## config.mk

```make
export PLATFORM = sky130hd
export DESIGN_NAME = vpa_csr
export DESIGN_NICKNAME = d
export VERILOG_FILES = /design/src/design/vpa_pkg.sv /design/src/design/vpa_csr.sv
export SDC_FILE = /design/constraint.sdc
export NUM_CORES = 1
export LEC_CHECK = 0
export BUFFER_PORTS_ARGS = -buffer_cell sky130_fd_sc_hd__buf_4
export CORE_AREA = 2 2 72 74
export CTS_CLUSTER_DIAMETER = 80
export CTS_CLUSTER_SIZE = 40
export DETAILED_ROUTE_END_ITERATION = 7
export DIE_AREA = 0 0 74 76
export PLACE_DENSITY = 0.84
export SKIP_CTS_REPAIR_TIMING = 1
export SLEW_MARGIN = 20
export SYNTH_ARGS = -nofsm -noshare
export SYNTH_HDL_FRONTEND = slang
export SYNTH_SLANG_ARGS = --single-unit
```

## constraint.sdc

```tcl
create_clock -name clock -period 0.9 [get_ports clock]
set_input_delay 0.045 -clock clock [delete_from_list [all_inputs] [get_ports clock]]
set_output_delay 0.045 -clock clock [all_outputs]
set_load 0.02 [all_outputs]
```

## src/design/vpa_pkg.sv

```systemverilog
// Shared types, constants and the exponent table of the phase accumulator.
package vpa_pkg;

   localparam int PHASE_BITS_DEF = 32;

   localparam int PITCH_W   = 17;
   localparam int FRAC_W    = 12;
   localparam int MANT_W    = 31;
   localparam int RATE_W    = 34;
   localparam int STEP_W    = 40;
   localparam int STEP_HALF = 20;
   localparam int PROD_W    = 64;
   localparam int EXP_STEPS = 12;
   localparam int CNT_W     = 4;
   localparam int SHIFT_W   = 7;
   localparam int WORD_W    = 40;

   localparam logic signed [PITCH_W-1:0] REV_THRESHOLD = 17'sd20480;
   localparam logic signed [RATE_W-1:0]  HALF_Q16      = 34'sd32768;
   localparam logic [MANT_W-1:0]         MANT_ONE      = 31'h4000_0000;
   localparam logic [PROD_W-1:0]         ROUND_HALF    = 64'h2000_0000;

   // rate modes
   localparam logic [1:0] MODE_NONE   = 2'd0;
   localparam logic [1:0] MODE_LINEAR = 2'd1;
   localparam logic [1:0] MODE_DERIV  = 2'd2;

   // configuration register indexes
   localparam logic [1:0] CSR_RATE_MODE  = 2'd0;
   localparam logic [1:0] CSR_RESET_PC   = 2'd1;
   localparam logic [1:0] CSR_REV_SWITCH = 2'd2;
   localparam logic [1:0] CSR_STEP_SCALE = 2'd3;

   // shared multiplier operations
   localparam logic [1:0] MUL_NONE = 2'd0;
   localparam logic [1:0] MUL_EXP  = 2'd1;
   localparam logic [1:0] MUL_LO   = 2'd2;
   localparam logic [1:0] MUL_HI   = 2'd3;

   typedef struct packed {
      logic [1:0]        rate_mode;
      logic              reset_on_pitch_change;
      logic              reverse_switch;
      logic [STEP_W-1:0] step_scale;
   } cfg_type;

   // round(2^(2^i/4096) * 2^30)
   function automatic logic [MANT_W-1:0] exp_tab(input logic [CNT_W-1:0] idx);
      logic [MANT_W-1:0] val;
      unique case (idx)
         4'd0:    val = 31'd1073923544;
         4'd1:    val = 31'd1074105294;
         4'd2:    val = 31'd1074468888;
         4'd3:    val = 31'd1075196443;
         4'd4:    val = 31'd1076653033;
         4'd5:    val = 31'd1079572136;
         4'd6:    val = 31'd1085434106;
         4'd7:    val = 31'd1097253708;
         4'd8:    val = 31'd1121280436;
         4'd9:    val = 31'd1170923762;
         4'd10:   val = 31'd1276901417;
         4'd11:   val = 31'd1518500250;
         default: val = '0;
      endcase
      return val;
   endfunction

endpackage

```

## src/design/vpa_csr.sv

```systemverilog
// Configuration register file of the phase accumulator.
module vpa_csr (
   input  logic                          clock,
   input  logic                          reset,
   input  logic                          csr_valid,
   output logic                          csr_ready,
   input  logic [1:0]                    csr_index,
   input  logic [vpa_pkg::STEP_W-1:0]    csr_data,
   output vpa_pkg::cfg_type              cfg
);

   vpa_pkg::cfg_type cfg_ff;

   assign csr_ready = 1'b1;
   assign cfg       = cfg_ff;

   always_ff @(posedge clock) begin
      if (reset) begin
         cfg_ff.rate_mode             <= vpa_pkg::MODE_LINEAR;
         cfg_ff.reset_on_pitch_change <= 1'b0;
         cfg_ff.reverse_switch        <= 1'b0;
         cfg_ff.step_scale            <= 40'd1048576;
      end else if (csr_valid) begin
         unique case (csr_index)
            vpa_pkg::CSR_RATE_MODE:  cfg_ff.rate_mode             <= csr_data[1:0];
            vpa_pkg::CSR_RESET_PC:   cfg_ff.reset_on_pitch_change <= csr_data[0];
            vpa_pkg::CSR_REV_SWITCH: cfg_ff.reverse_switch        <= csr_data[0];
            vpa_pkg::CSR_STEP_SCALE: cfg_ff.step_scale            <= csr_data;
            default: ;
         endcase
      end
   end

endmodule

```

Word-level counts from Yosys, hierarchy flattened
Index checks and enable logic that the tools add are counted.
Widths: inputs -> output; s select.
{"block": "word_totals", "output_inout_bits": 45, "ff_bits": 44}
{"block": "classes", "reduce_logical": 5, "n_eq_ne": 3}
{"cell": "$reduce_and 2->1", "n": 4}
{"cell": "$eq 2x2->1 const B", "n": 2}
{"cell": "$eq 2x1->1 const B", "n": 1}
{"cell": "$logic_not 2->1", "n": 1}

Depth between registers and ports, before layout
{"block": "depth", "depth_word": 2, "depth_mapped": 4, "mapped_depth_nobuf": 2}

Worst setup path before layout
OpenSTA, ideal clock, no wires.
{"block": "synth_timing", "kind": "input -> register", "start": "in csr_valid", "end": "reg cfg_ff (netlist bit cfg[0])", "n_path_buf": 2, "required_ns": 0.780, "setup_ns": 0.120, "arrival_time_ns": 0.590, "path_stages": 4, "path_slack_ns": 0.190, "cell_sequence": "and3_1 -> buf_6 -> buf_12 -> mux2i_1"}
{"block": "synth_between", "elab_chain_cells": 1}
{"item": "from (decl)", "line_no": "vpa_csr.sv:5", "rtl": "input logic csr_valid,"}
{"item": "$reduce_and 2->1 (no source line)"}
{"item": "to (decl)", "line_no": "vpa_csr.sv:12", "rtl": "vpa_pkg::cfg_type cfg_ff;"}
No other way between the ends.
A chain may end at the register's enable or synchronous reset.

Worst setup path in the final report
{"block": "layout_timing", "start": "reg cfg_ff (netlist bit cfg[38])", "end": "out cfg[38] (netlist bit)"}
{"item": "to (decl)", "line_no": "vpa_csr.sv:9", "rtl": "output vpa_pkg::cfg_type cfg"}
No word-level cell between the ends.

==> parameters.txt <==
Parameter                              Value

Floorplan
  Core ar. ... a little under 0.005 mm2
  Total number of placement rows ... 26
  Floorplan die area ... between 0.005 and 0.006 mm2
  Die outline width ... 74 um
  Ports placed on the boundary ... 90
  Initial core utilization ... 0.410
  Vertical extent of the die ... roughly 76 um

Yosys
  Count of distinct cell types in the synthesized netlist ... 12
  Largest area contributor in the synthesized netlist ... dfxtp_1
  Average size of a mapped cell ... 10.4 um2
  Cells taking the most area after synthesis ... dfxtp_1 (44%), nand2b_1 (25%), mux2i_1 (22%)
  Synth Cell Area ... approximately 0.0020 mm2
  Number of storage elements in the synthesis netlist ... 44
  Yosys warnings ... 0
  Post-synth top area share ... 0.438
  Share of the yosys chip area belonging to registers ... 0.438
  Synthesized netlist cell count ... 193
  Post-synthesis net count ... ~240

Worst setup path
  FF-to-FF Start ... cfg[42]
  Worst-case reg-to-reg path depth ... 2
  Count of buffer and inverter cells on the critical path ... 1
  Master of the slowest instance on the critical path ... dfxtp_1
  Required time reported for the critical path endpoint ... ~0.85 ns
  CP startpoint kind ... flip-flop
  Source of the critical timing path ... cfg[38]
  Capturing element type of the critical path ... primary output
  CP cell instances ... buf_4
  Top fanout value on the critical path ... 2
  Number of cells on the critical path ... 1
  WP data arrival ... just under 0.8 ns
  Slowest Stage Delay on Critical Path ... 0.35 ns
  Worst setup path class ... flip-flop to primary output
  Kind of cell adding the most delay to the critical path ... flip-flops

Global routing
  Vias in the first global route ... around 1500
  Initial antenna violation count ... 0
  Total global routing overflow ... 0
  Global-route wire length before repair ... around 6400 um
  GRT Overall Usage ... 0.140
  Maximum number of pins on one net before global-route repair ... between 80 and 90

Timing
  Fin. max-slew vios ... 0
  Worst rel slew slack ... 0.638
  Achievable clock frequency ... roughly 1200 MHz
  Worst-Margin Slew ... between 0.5 and 0.6 ns
  Total Neg Setup Slack ... 0 ns
  Final worst path period share ... 0.911
  Clock period minus worst slack ... 0.820 ns
  Number of failing hold endpoints at the final stage ... 0
  Unrepaired setup endpoints after global routing ... no
  Clk_skew ... 0 ns
  Setup Viol. Count Final ... 0
  WHS ... about 0.024 ns

Min path
  Min-delay src ... csr_data[12]
  Classification of the worst-slack hold path ... input port to flip-flop
  Worst Hold Path Cells ... 3

CTS
  Master cell of the clock root buffer ... clkbuf_8
  Clock Pin Slew Worst Setup and Hold Paths ... roughly 0.080 ns
  Number of H-tree branching levels ... 2
  Number of buffers created by CTS ... 5
  Number of clock sinks ... between 40 and 50
  CTS tree ... built
  Clock latency on the worst-skew pair ... 0.28 ns
  Deepest clock path buffer count ... 2

Place
  Placer Congestion ... approximately 0.76
  Cell Area, Placed ... about 0.0027 mm2
  Port Buffers ... between 80 and 90
  Post-detail-place hpwl ... about 2700 um

Finish
  Area growth from synthesis to final layout ... 36.3%
  Multi-input logic area ... approximately 1000 um2
  Layout cells sized above 1 ... 0.353
  Fillers ... about 450
  Post-layout net count ... 320
  Largest register FFs ... 44
  Number of antenna cells inserted ... 0
  Sequential Area ... 881 um2
  Post-layout instance area ... 0.00274 mm2

Detailed routing
  Routed WL ... approximately 3700 um
  DR pass1 iterations ... 4
  Antenna Violating Nets Remaining ... 0
  Via-per-instance ratio ... around 4.4
  Residual DRC count ... 0
  Drt first-iter violations ... 26
  Via count ... about 1500
  Average wire length per cell after detail routing ... ~11 um

Outcome
  Outcome ... complete, no violations

Power
  Leakage component of the power ... ~0.0012 uW
  Power per cell area ... 1380 mW/mm2
  Total Power ... 3790 uW
  Peak supply drop ... about 0.61 mV

Job
  Max-cap violations ... 0
==> worst paths after layout <==
check	to	slack (ns)
worst max-delay path	cfg[38]	0.08
worst min-delay path	cfg[12]	0.02
worst max register to register	cfg[42]	0.29
worst min register to register	cfg[28]	0.47
==> cells in the mapped netlist <==
master,number
nor2_1,4
nand2b_1,81
nand3b_1,2
conb_1,1
mux2i_1,44
buf_12,4
clkbuf_1,8
and3_1,1
buf_4,2
or3b_1,1
buf_6,1
dfxtp_1,44
==> cells in the final DEF (no fill, tap or decap) <==
cell,netlist,routed
buf_4,2,88
buf_12,4,2
or3b_1,1,1
clkbuf_1,8,1
nand3b_1,2,2
dfxtp_1,44,44
clkinv_2,0,1
clkbuf_8,0,5
conb_1,1,1
and3_2,0,1
nor2_1,4,4
mux2i_1,44,44
nand2b_1,81,81
==> kinds of logic (layout without fill, tap and decap cells) <==
family	after synthesis	after routing	share of synthesized area
DFF	44	44	0.438
muxes	44	44	0.219
and+or+nand+nor	89	89	0.274
other	1	1	0.00186
buffers and inverters	15	97	0.0677
==> per-layer routing <==
| metal | vias to the layer above | routed length [um] | track usage |
|---|---|---|---|
| met4 | 0 | 28 | 0.0382 |
| met1 | 679 | 1640 | 0.170 |
| met3 | 4 | 278 | 0.0423 |
| met2 | 52 | 1800 | 0.235 |
| met5 | - | 0 | 0 |
| li1 | 776 | - | - |
==> layout make-up <==
type	count	area share
Sequential cell	44	0.321
Clock inverter	1	0.00182
Clock buffer	6	0.0264
Multi-Input combinational cell	134	0.363
Tap cell	70	0.0319
Timing Repair Buffer	90	0.255
==> stage by stage <==
stage / worst slack (ns) / util / instances
floorplan: 0.190 / - / 193
global placement: -0.0181 / 0.543 / 338
detailed placement: -0.0379 / 0.543 / 338
CTS: 0.0554 / 0.559 / 345
global route: 0.0326 / 0.559 / 345
finish: 0.0798 / 0.559 / 345
==> report_power, final <==
group / internal [uW] / switching (uW) / leakage (uW)
clock network: 528 / 601 / 0.0000410
logic: 349 / 264 / 0.000783
registers: 2010 / 36.4 / 0.000358
Power figures use the tool's default switching activity.
